===== config.mk =====
export PLATFORM = sky130hd
export DESIGN_NAME = rlce_ctrl
export DESIGN_NICKNAME = d
export VERILOG_FILES = /design/src/rtl/rlce_pkg.sv /design/src/rtl/rlce_ctrl.sv
export SDC_FILE = /design/constraint.sdc
export NUM_CORES = 1
export LEC_CHECK = 0
export ABC_AREA = 1
export BUFFER_PORTS_ARGS = -buffer_cell sky130_fd_sc_hd__buf_2
export CAP_MARGIN = 20
export CORE_AREA = 5 5 42 44
export DETAILED_ROUTE_END_ITERATION = 16
export DIE_AREA = 0 0 47 49
export HOLD_SLACK_MARGIN = 0.05
export PLACE_DENSITY = 0.67
export SYNTH_ARGS = -nofsm -noshare
export SYNTH_HDL_FRONTEND = slang
export SYNTH_SLANG_ARGS = --single-unit
export TNS_END_PERCENT = 5

===== constraint.sdc =====
create_clock -name clk -period 1.05 [get_ports clk]
set_input_delay 0.1575 -clock clk [delete_from_list [all_inputs] [get_ports clk]]
set_output_delay 0.1575 -clock clk [all_outputs]
set_load 0.01 [all_outputs]

===== src/rtl/rlce_pkg.sv =====
// rlce_pkg: shared types and constants of the RGB leader cluster engine.
// No dependencies; the other rtl files except rlce_ram refer to it by scoped names.
package rlce_pkg;

    localparam int SAT_MEMBERS = 65536;
    localparam int RED_SPLIT   = 128;
    localparam int MAX_RESULTS = 32;
    localparam int SUM_W       = 25;
    localparam int CNT_W       = 17;
    localparam int THR_W       = 20;
    localparam int DIST_W      = 20;
    localparam int IDX_OUT_W   = 5;
    localparam logic [THR_W-1:0] THR_RESET = 20'd32000;
    localparam logic [4:0] DIV_STEPS = 5'd25;

    typedef enum logic [1:0] {
        KIND_PIXEL    = 2'd0,
        KIND_END_PASS = 2'd1,
        KIND_CLEAR    = 2'd2,
        KIND_IGNORE   = 2'd3
    } kind_t;

    typedef enum logic [3:0] {
        S_IDLE,
        S_SCAN,
        S_HIT,
        S_MISS,
        S_EMPTY,
        S_EP_RD,
        S_EP_LD,
        S_EP_DIV,
        S_EP_WR
    } state_t;

    typedef struct packed {
        logic [23:0]      centroid;
        logic [SUM_W-1:0] sum_r;
        logic [SUM_W-1:0] sum_g;
        logic [SUM_W-1:0] sum_b;
        logic [CNT_W-1:0] count;
    } entry_t;

    typedef struct packed {
        logic [IDX_OUT_W-1:0] cluster_index;
        logic                 created;
        logic                 dropped;
        logic [7:0]           centroid_red;
        logic [7:0]           centroid_green;
        logic [7:0]           centroid_blue;
        logic [CNT_W-1:0]     member_count;
        logic                 last;
    } result_t;

    typedef struct packed {
        logic latch_item;
        logic clear_used;
        logic scan_start;
        logic scan_run;
        logic hit_commit;
        logic miss_commit;
        logic empty_commit;
        logic ep_start;
        logic ep_read;
        logic div_start;
        logic div_step;
        logic ep_commit;
    } cmd_t;

    typedef struct packed {
        logic used_zero;
        logic hit;
        logic scan_done;
        logic div_done;
        logic ep_emit;
        logic ep_last;
        logic out_free;
    } stat_t;

endpackage


===== src/rtl/rlce_ctrl.sv =====
// rlce_ctrl: sequencer for scan, join/create, end pass and clear.
// Depends on rlce_pkg.
module rlce_ctrl (
    input  logic            clk,
    input  logic            rst_n,
    input  logic            item_valid,
    input  logic [1:0]      item_kind,
    output logic            item_ready,
    input  rlce_pkg::stat_t stat,
    output rlce_pkg::cmd_t  cmd
);
    rlce_pkg::state_t state_reg, state_next;

    always_ff @(posedge clk or negedge rst_n)
    begin
        if (!rst_n)
        begin
            state_reg <= rlce_pkg::S_IDLE;
        end
        else
        begin
            state_reg <= state_next;
        end
    end

    always_comb
    begin
        state_next = state_reg;
        cmd        = '0;
        item_ready = 1'b0;
        unique case (state_reg)
            rlce_pkg::S_IDLE:
            begin
                item_ready = 1'b1;
                if (item_valid)
                begin
                    cmd.latch_item = 1'b1;
                    unique case (rlce_pkg::kind_t'(item_kind))
                        rlce_pkg::KIND_PIXEL:
                        begin
                            cmd.scan_start = 1'b1;
                            state_next     = rlce_pkg::S_SCAN;
                        end
                        rlce_pkg::KIND_END_PASS:
                        begin
                            cmd.ep_start = 1'b1;
                            state_next   = stat.used_zero ? rlce_pkg::S_EMPTY
                                                          : rlce_pkg::S_EP_RD;
                        end
                        rlce_pkg::KIND_CLEAR:
                        begin
                            cmd.clear_used = 1'b1;
                        end
                        rlce_pkg::KIND_IGNORE:
                        begin
                        end
                        default:
                        begin
                        end
                    endcase
                end
            end
            rlce_pkg::S_SCAN:
            begin
                cmd.scan_run = 1'b1;
                if (stat.hit)
                begin
                    state_next = rlce_pkg::S_HIT;
                end
                else if (stat.scan_done)
                begin
                    state_next = rlce_pkg::S_MISS;
                end
            end
            rlce_pkg::S_HIT:
            begin
                if (stat.out_free)
                begin
                    cmd.hit_commit = 1'b1;
                    state_next     = rlce_pkg::S_IDLE;
                end
            end
            rlce_pkg::S_MISS:
            begin
                if (stat.out_free)
                begin
                    cmd.miss_commit = 1'b1;
                    state_next      = rlce_pkg::S_IDLE;
                end
            end
            rlce_pkg::S_EMPTY:
            begin
                if (stat.out_free)
                begin
                    cmd.empty_commit = 1'b1;
                    state_next       = rlce_pkg::S_IDLE;
                end
            end
            rlce_pkg::S_EP_RD:
            begin
                cmd.ep_read = 1'b1;
                state_next  = rlce_pkg::S_EP_LD;
            end
            rlce_pkg::S_EP_LD:
            begin
                cmd.div_start = 1'b1;
                state_next    = rlce_pkg::S_EP_DIV;
            end
            rlce_pkg::S_EP_DIV:
            begin
                if (stat.div_done)
                begin
                    state_next = rlce_pkg::S_EP_WR;
                end
                else
                begin
                    cmd.div_step = 1'b1;
                end
            end
            rlce_pkg::S_EP_WR:
            begin
                if (!stat.ep_emit || stat.out_free)
                begin
                    cmd.ep_commit = 1'b1;
                    state_next    = stat.ep_last ? rlce_pkg::S_IDLE : rlce_pkg::S_EP_RD;
                end
            end
            default:
            begin
                state_next = rlce_pkg::S_IDLE;
            end
        endcase
    end
endmodule


Word-level counts from Yosys, hierarchy flattened
Cells that the tools add are included.
{"block": "classes", "add_sub_neg": 0, "mul": 0, "n_div": 0, "n_lt_le_gt_ge": 0, "eq_ne": 16, "shifts": 0, "mux": 29, "bitwise": 0, "n_reduce_logical": 6}
{"op": "4-bit case mux with 7 select lines", "n": 1}
{"op": "4-bit 2-to-1 mux", "n": 6}
{"op": "1-bit 2-to-1 mux", "n": 18}
{"op": "4-bit by 3-bit equality test with 1-bit output, second input constant", "n": 4}
{"op": "3-bit 2-to-1 mux", "n": 3}
{"op": "4-bit by 2-bit equality test with 1-bit output, second input constant", "n": 2}
{"op": "4-bit case mux with 2 select lines", "n": 1}
{"op": "2-bit != test, second input constant", "n": 3}
{"op": "6-bit AND reduction", "n": 1}
{"op": "4-bit by 1-bit equality test with 1-bit output, second input constant", "n": 1}
{"op": "4-bit equality test, second input constant", "n": 1}
{"op": "4-bit zero test", "n": 1}
{"op": "3-bit by 1-bit != test with 1-bit output, second input constant", "n": 1}
{"op": "3-bit != test, second input constant", "n": 1}
{"op": "3-bit OR reduction", "n": 1}
{"op": "2-bit by 1-bit equality test with 1-bit output, second input constant", "n": 1}
{"op": "2-bit equality test, second input constant", "n": 1}
{"op": "2-bit zero test", "n": 1}
{"op": "2-bit by 1-bit != test with 1-bit output, second input constant", "n": 1}
{"op": "1-bit zero test", "n": 1}
{"op": "1-bit logical OR", "n": 1}
{"block": "totals", "regBits": 4, "latchBits": 0, "mem_bits_rw": 0, "mem_bits_ro": 0, "input_bits": 12, "mem_count": 0}

Longest topological paths before layout
Gate-level depths: netlist of the first run.
{"block": "logic_depth", "ltp_word": 4, "mapped_depth": 9, "mapped_depth_nobuf": 9}

Worst setup path after synthesis of the first run
OpenSTA, ideal clock, no wires.
{"block": "synth_timing", "kind": "register to output", "start": "register state_reg[1]", "end": "output port cmd[9] (netlist bit)", "arrival_time_ps": 1166, "slack_ps": -273, "stages_incl_launch_ff": 6, "path_buffers": 0, "cell_sequence": "dfrtp_1 nor2_2 inv_2 nor2_8 inv_2 nor3_1"}
{"item": "start: declaration", "line": "rlce_ctrl.sv:12", "source": "rlce_pkg::state_t state_reg, state_next;"}
{"item": "start signal: assignment", "line": "rlce_ctrl.sv:18", "source": "state_reg <= rlce_pkg::S_IDLE;"}
{"item": "start signal: assignment", "line": "rlce_ctrl.sv:22", "source": "state_reg <= state_next;"}
{"item": "end: declaration", "line": "rlce_ctrl.sv:10", "source": "output rlce_pkg::cmd_t cmd"}

==> out/results.ini, run 1 <==
[status]
status=finished with violations
violations=setup timing

[critical_path]
startpoint=state_reg[0]
reg2reg_depth=8
start_kind=flip-flop
r2r-end=state_reg[0]
cp-end-kind=primary output
endpoint=cmd[10]
required_ns=0.89
arrival_ns=1.32
critPathKind=reg -> out
r2r_slack_ns=-0.27
cp_max_fo=4
rr_startpoint=state_reg[0]

[die]
die_area_sq_mm=0.00230
coreArea_sq_mm=0.00140
rows=14
io_pins=25
initial_utilization=0.332
die_y_um=49
chipWidth_um=47

[placement]
finalWeightedCongestion=0.890
post-place-ws_ns=-0.262
hpwl_mm=1.15
io_buffers=24

[sta]
finalHoldViolCount=0
rsz0062_at_grt=yes
finalWorstSetupSlack_ns=-0.430
fin_setup_tns_ns=-5.70
setup_violations=17
drv_slew=0
slew_headroom=0.815
min_period_ns=1.48
clock-skew-final_ns=0.00645
tightest_slew_ns=0.275
hold_ws_ns=0.260
period_share=1.41
fmax_mhz=676

[drt]
first_pass_iters=4
vias=643
ant_nets=0
first_iter_violations=5
route.detailed.drc=0
wl_mm=1.48
viasPerCell=4.66
wl_per_cell_um=10.7

[clocking]
cts_tree=built
cts.sinks=4
cts_buffers=3
cts.htree.levels=1
cts_root_buffer=clkbuf_4
clockBufferDepth=2
clock_latency_ns=0.24
cts.clk_slew.worst_paths_ns=0.04

[logic_synthesis]
synth_compound_area_frac=0.0591
syn_inst=74
synth-adder-area-share=0
synthXorXnorAreaFrac=0
synthDistinctLibCells=18
yosys.area_share.simple=0.597
synth_top_family_by_area=simple AND/OR/NAND/NOR gates
synth.area.mux_share=0
yosys.area.top_type=dfrtp_1
synth_top_area_share=0.215
synth.avg_cell_area_sq_um=6.29
ys_top_cells_by_area=dfrtp_1 (22%), nand2_1 (15%), inv_1 (9.7%)
syn_nets=86
ys_ff_latch=4
synth-warning-count=0
yosysSeqAreaShare=0.215
syn-cell-area_sq_um=465

[flow_run]
drv_cap=0

[global_route]
grt_pass1_vias=652
grt_max_degree=6
grt_overflow=0
antenna_found_initial=0
grt_pass1_wl_mm=2.57
track_usage=0.152

[worst_hold_path]
min_path_type=in -> async

[pwr]
p_leak_uw=0.000516
power_density_mw_per_mm2=2300
peakVddDrop_mv=1.25

[layout]
drive_gt1_frac=0.582
final_nets=135
largest_register_ffs=4
n_antenna_cell=0
nFillCells=149
area_delta_synth_final_pct=81.5

report_power, final:
part           internal, uW  leakage [uW]  total [uW]  switching (uW)
Combinational           680      0.000453        1450             769
Clock                   143     0.0000150         215            71.5
Sequential              213     0.0000484         275            62.8
Total                  1040      0.000516        1940             903
cell usage after synthesis:
master	number
o21bai_1	3
nor2_8	1
nor3_1	4
nand4_1	3
o21ai_0	1
nand3_2	3
dfrtp_1	4
inv_1	12
nand2_2	1
nor2_4	1
nor2_2	4
nor4_1	1
nand3_1	3
nor4_2	1
nand3b_1	2
inv_2	4
nor2_1	7
nand2_1	19
what timing repair did:
item,CTS,global route
pin swaps,5,1
cloned,0,0
setup buffers,6,0
endpoints found under the setup margin,17,17
endpoints found under the hold margin,4,0
hold buffers,1,0
gates resized for setup,8,4
stage by stage:
stage / utilization / instances / total power (uW) / instance area (sq um)
after floorplan: - / 74 / 1030 / 493
after global placement: 0.521 / 127 / 1480 / 731
after detailed placement: 0.521 / 127 / 1490 / 731
after CTS: 0.592 / 138 / 1920 / 830
after global routing: 0.603 / 138 / 2130 / 845
final: 0.603 / 138 / 1940 / 845
layer usage:
metal	up-vias	global-route usage	share of wire
met5	-	0	0
met2	17	0.242	0.52
met1	292	0.185	0.42
met3	0	0.0664	0.062
li1	334	-	-
met4	0	0.0276	0
cells in the final DEF (no fill, tap or decap):
cell and instances:
nor4_4 1, nand2_2 2, nand4_1 3, nor2_4 5, nand3_1 3, clkbuf_1 1
buf_4 19, inv_1 11, o21ai_1 1, nor2_1 5, nor2_2 2, nor3_2 3
clkbuf_4 3, nor2_8 1, dfrtp_1 1, nor4_1 1, nand3_2 3, nand3b_1 2
buf_2 24, dlygate4sd3_1 1, nor3_1 1, inv_4 2, dfrtp_2 3, nand2_1 18
o21bai_1 3, inv_2 3
cell families (layout without fill, tap and decap cells):
family,count (synthesis),after routing
flip-flops,4,4
buffers and inverters,16,64
AO/OA/AOI/OAI,4,4
AND/OR/NAND/NOR,50,50
worst max-delay path: stages (launching register included):
cell and delay, ns:
dfrtp_2 0.43, nor2_4 0.12, inv_2 0.07, nor2_8 0.14
inv_4 0.05, nor4_4 0.11, buf_2 0.16
cell type report:
cell class / count / area, sq um / share of cell area
timing repair buffer: 44 / 273 / 0.323
inverter: 16 / 65.1 / 0.0770
clock buffer: 4 / 26.3 / 0.0311
multi-input combinational: 54 / 357 / 0.422
sequential: 4 / 104 / 0.123
tap: 16 / 20.0 / 0.0237
worst min-delay path by stage:
stage	cells after the start	to	from	slack [ns]
2_1_floorplan	0	state_reg[0]	rst_n	-0.14
4_1_cts	2	state_reg[2]	rst_n	0.25
3_3_place_gp	1	state_reg[0]	rst_n	-0.04
6_report	2	state_reg[2]	rst_n	0.26
3_5_place_dp	1	state_reg[0]	rst_n	-0.03
5_1_grt	2	state_reg[1]	rst_n	0.26
Note: power is estimated with default switching activity, not from simulation.
==> inputs of run 2 (changes only) <==
- SKIP_CTS_REPAIR_TIMING: default -> 1
==> run 2 against run 1 <==
The flow still finishes with violations (setup timing); clock power is essentially flat; hold slack better by 0.0045 ns; cell count decreased by 3.6%; worst setup slack worse by 0.034 ns; final area decreased by 5.9%; sequential share of layout area rose by 0.77 points; die area did not move; wire length decreased by 8.9%; largest power group unchanged.
==> out/results.ini, run 2 (synthesized netlist as in run 1, its figures left out) <==
[status]
status=finished with violations
violations=setup timing

[critical_path]
path_buf_inv=3
worst_path_max_delay_cell=dfrtp_2
rr_startpoint=state_reg[0]
cp-end-kind=primary output
cpMostUsedCell=inv_4
cp_cell_sequence=nor2_4, inv_4, nor2_8, inv_4, nor4_4, buf_2
cpLargestDelayFamily=flip-flops
arrival_ns=1.36
required_ns=0.89
max_stage_delay_ns=0.44
cp_max_fo=5
start_kind=flip-flop
startpoint=state_reg[3]
critPathKind=reg -> out

[clocking]
cts.clk_slew.worst_paths_ns=0.04
cts_buffers=3
cts.sinks=4
clock_latency_ns=0.24
cts_tree=built
cts_root_buffer=clkbuf_4
cts.htree.levels=1
clockBufferDepth=2

[global_route]
grt_overflow=0
grt_pass1_wl_mm=2.30
antenna_found_initial=0
track_usage=0.134
grt_max_degree=6
grt_pass1_vias=586

[sta]
tightest_slew_ns=0.307
finalWorstSetupSlack_ns=-0.464
drv_slew=0
slew_headroom=0.793
fmax_mhz=661
setup_violations=17
rsz0062_at_grt=yes
period_share=1.44
min_period_ns=1.51
finalHoldViolCount=0
clock-skew-final_ns=0.00594
hold_ws_ns=0.265

[drt]
first_pass_iters=4
first_iter_violations=9
wl_per_cell_um=10.1
ant_nets=0
viasPerCell=4.66
wl_mm=1.35
route.detailed.drc=0
vias=620

[pwr]
seqPwrFrac=0.164
combPwrFrac=0.717
switching_share=0.479
p_leak_uw=0.000490
internal_power_uw=934
peakVddDrop_mv=1.36
switchingPower_uw=857
p_clk_frac=0.119
power_density_mw_per_mm2=2250
power_uw=1790

[layout]
regArea_sq_um=104
n_antenna_cell=0
final_cell_area_sq_um=795
layout_common_cells=buf_2 (24), nand2_1 (18), buf_4 (14), inv_1 (12), nor2_1 (5)
final_common_cell=buf_2
multi_input_area_sq_um=342
largest_register_ffs=4
nFillCells=153
area_delta_synth_final_pct=70.7
post-route-util=0.567
final_nets=130
drive_gt1_frac=0.538

[flow_run]
drv_cap=0

[placement]
finalWeightedCongestion=0.890
post_dp_cell_area_sq_um=731
io_buffers=24
hpwl_mm=1.15
post-place-ws_ns=-0.262

[die]
die_y_um=49
rows=14
initial_utilization=0.332
die_area_sq_mm=0.00230
io_pins=25
coreArea_sq_mm=0.00140
chipWidth_um=47

[worst_hold_path]
min_path_type=in -> async

## run 2: path summary, 6_finish.rpt
| path | endpoint | slack, ns | cells after the start |
|---|---|---|---|
| max in group asynchronous | state_reg[3] | 0.65 | 2 |
| hold / removal | state_reg[2] | 0.26 | 2 |
| setup reg to reg | state_reg[1] | -0.27 | 7 |
| min in group clk | state_reg[0] | 0.35 | 6 |
| hold reg to reg | state_reg[2] | 0.79 | 4 |
| setup / recovery | cmd[10] | -0.46 | 6 |
## run 2: power groups by stage
| stage | combinational [uW] | sequential (uW) | clock, uW |
|---|---|---|---|
| 3_3_place_gp | 1190 | 295 | 0 |
| 2_1_floorplan | 751 | 280 | 0 |
| 5_1_grt | 1420 | 299 | 247 |
| 3_5_place_dp | 1200 | 294 | 0 |
| 4_1_cts | 1200 | 293 | 227 |
| 6_report | 1280 | 294 | 213 |
## run 2: metal layers
layer,track usage,share of wire,vias to the layer above
met3,0.0554,0.070,0
met2,0.204,0.48,20
met4,0.0276,0,0
li1,-,-,323
met5,0,0,-
met1,0.174,0.45,277
## run 2: area by class of cell
class                           instances  area share
Clock buffer                            4      0.0331
Tap cell                               16      0.0252
Sequential cell                         4       0.131
Timing Repair Buffer                   39       0.296
Inverter                               16      0.0850
Multi-Input combinational cell         54       0.430
## run 2: metrics by stage
step                      cells  TNS [ns]
after global routing        133     -7.41
after CTS                   131     -6.35
after floorplan              74     -1.18
after global placement      127     -2.61
after detailed placement    127     -2.81
final                       133     -5.79
==> inputs of run 3 (changes only) <==
- BUFFER_PORTS_ARGS: -buffer_cell sky130_fd_sc_hd__buf_2 -> default
- DONT_BUFFER_PORTS: default -> 1
- PLACE_DENSITY: 0.67 -> default
- SKIP_LAST_GASP: default -> 1
==> run 3 against run 2 <==
The flow still finishes with violations (setup timing); sequential share of layout area is 1.6 points higher; highest routed layer is now met4; combinational power decreased by 9%; first-iteration DRC count decreased by 78%; largest cell class unchanged; via count decreased by 14%; maximum frequency up 1.9%; die area stayed put; flip-flop and latch count stayed put; global-route usage is 1.1 points lower.
==> out/results.ini, run 3 (synthesized netlist as in run 1, its figures left out) <==
[flow_run]
drv_cap=0

[layout]
post-route-util=0.500
final_common_cell=nand2_1
largest_register_ffs=4
n_antenna_cell=0
layout_common_cells=nand2_1 (19), buf_4 (18), inv_1 (12), nor2_1 (5)
area_delta_synth_final_pct=50.5
drive_gt1_frac=0.433
final_nets=110

[pwr]
p_leak_uw=0.000404
power_uw=1670
power_density_mw_per_mm2=2390
peakVddDrop_mv=0.995

[critical_path]
r2r-end=state_reg[1]
r2r_slack_ns=-0.21
start_kind=flip-flop
cp_max_fo=6
cp-end-kind=primary output
rr_startpoint=state_reg[3]
arrival_ns=1.33
required_ns=0.89
reg2reg_depth=8
critPathKind=reg -> out

[worst_hold_path]
min_path_type=in -> async

[die]
io_pins=25
chipWidth_um=47
die_area_sq_mm=0.00230
die_y_um=49
rows=14
coreArea_sq_mm=0.00140
initial_utilization=0.332

[sta]
drv_slew=0
hold_ws_ns=0.189
slew_headroom=0.813
setup_violations=17
finalHoldViolCount=0
period_share=1.41
finalWorstSetupSlack_ns=-0.436
fmax_mhz=673
rsz0062_at_grt=yes
min_period_ns=1.49
clock-skew-final_ns=0.00465
fin_setup_tns_ns=-5.44
tightest_slew_ns=0.277

[drt]
ant_nets=0
first_pass_iters=3
route.detailed.drc=0
viasPerCell=4.73
first_iter_violations=2
wl_per_cell_um=11.2
wl_mm=1.27
vias=535

[placement]
hpwl_mm=1.14
post-place-ws_ns=-0.229
io_buffers=0
finalWeightedCongestion=0.833

[clocking]
cts_tree=built
clockBufferDepth=2
cts.sinks=4
clock_latency_ns=0.24
cts_root_buffer=clkbuf_4
cts.htree.levels=1
cts.clk_slew.worst_paths_ns=0.04
cts_buffers=3

[global_route]
grt_pass1_wl_mm=2.10
grt_overflow=0
antenna_found_initial=0
grt_pass1_vias=516
track_usage=0.123
grt_max_degree=7

[status]
status=finished with violations
violations=setup timing

run 3: changes by cell type in the layout (fill, tap and decap cells not counted), moves of 3 or more:
cell	before	now
inv_2	1	4
inv_4	3	0
buf_2	24	0
buf_4	14	18
run 3: final cells by class:
class                      count  area (sq um)
timing repair buffer          19           145
tap                           16          20.0
multi-input combinational     54           347
sequential                     4           103
clock buffer                   4          26.3
inverter                      16          60.1
fill                         160           701
run 3: worst max-delay path, cell delays in order, from the launching register on:
cell	delay (ns)
dfrtp_2	0.45
nor2_4	0.16
inv_2	0.09
nor2_8	0.13
inv_2	0.07
nor4_4	0.19
run 3: report_power, final:
group | internal, uW | switching, uW
Combinational | 507 | 662
Clock | 143 | 66.7
Sequential | 212 | 81.4
Total | 862 | 810
run 3: worst max path at each step:
| stage | endpoint | cells past startpoint | from | slack (ns) |
|---|---|---|---|---|
| 3_3_place_gp | state_reg[0] | 8 | state_reg[3] | -0.22 |
| 6_report | cmd[10] | 5 | state_reg[1] | -0.44 |
| 2_1_floorplan | cmd[10] | 5 | state_reg[1] | -0.15 |
| 5_1_grt | cmd[10] | 5 | state_reg[0] | -0.52 |
| 4_1_cts | cmd[9] | 5 | state_reg[1] | -0.49 |
| 3_5_place_dp | state_reg[1] | 8 | state_reg[3] | -0.23 |
run 3: through the flow:
stage / cells / instance area, sq um
after CTS: 111 / 667
after global placement: 107 / 641
after detailed placement: 107 / 641
final: 113 / 701
after global routing: 113 / 701
after floorplan: 74 / 493
run 3: layer usage:
layer,global-route usage,wire (um)
met5,0,0
met4,0.0829,15
met3,0.0148,76
met2,0.195,676
met1,0.146,496
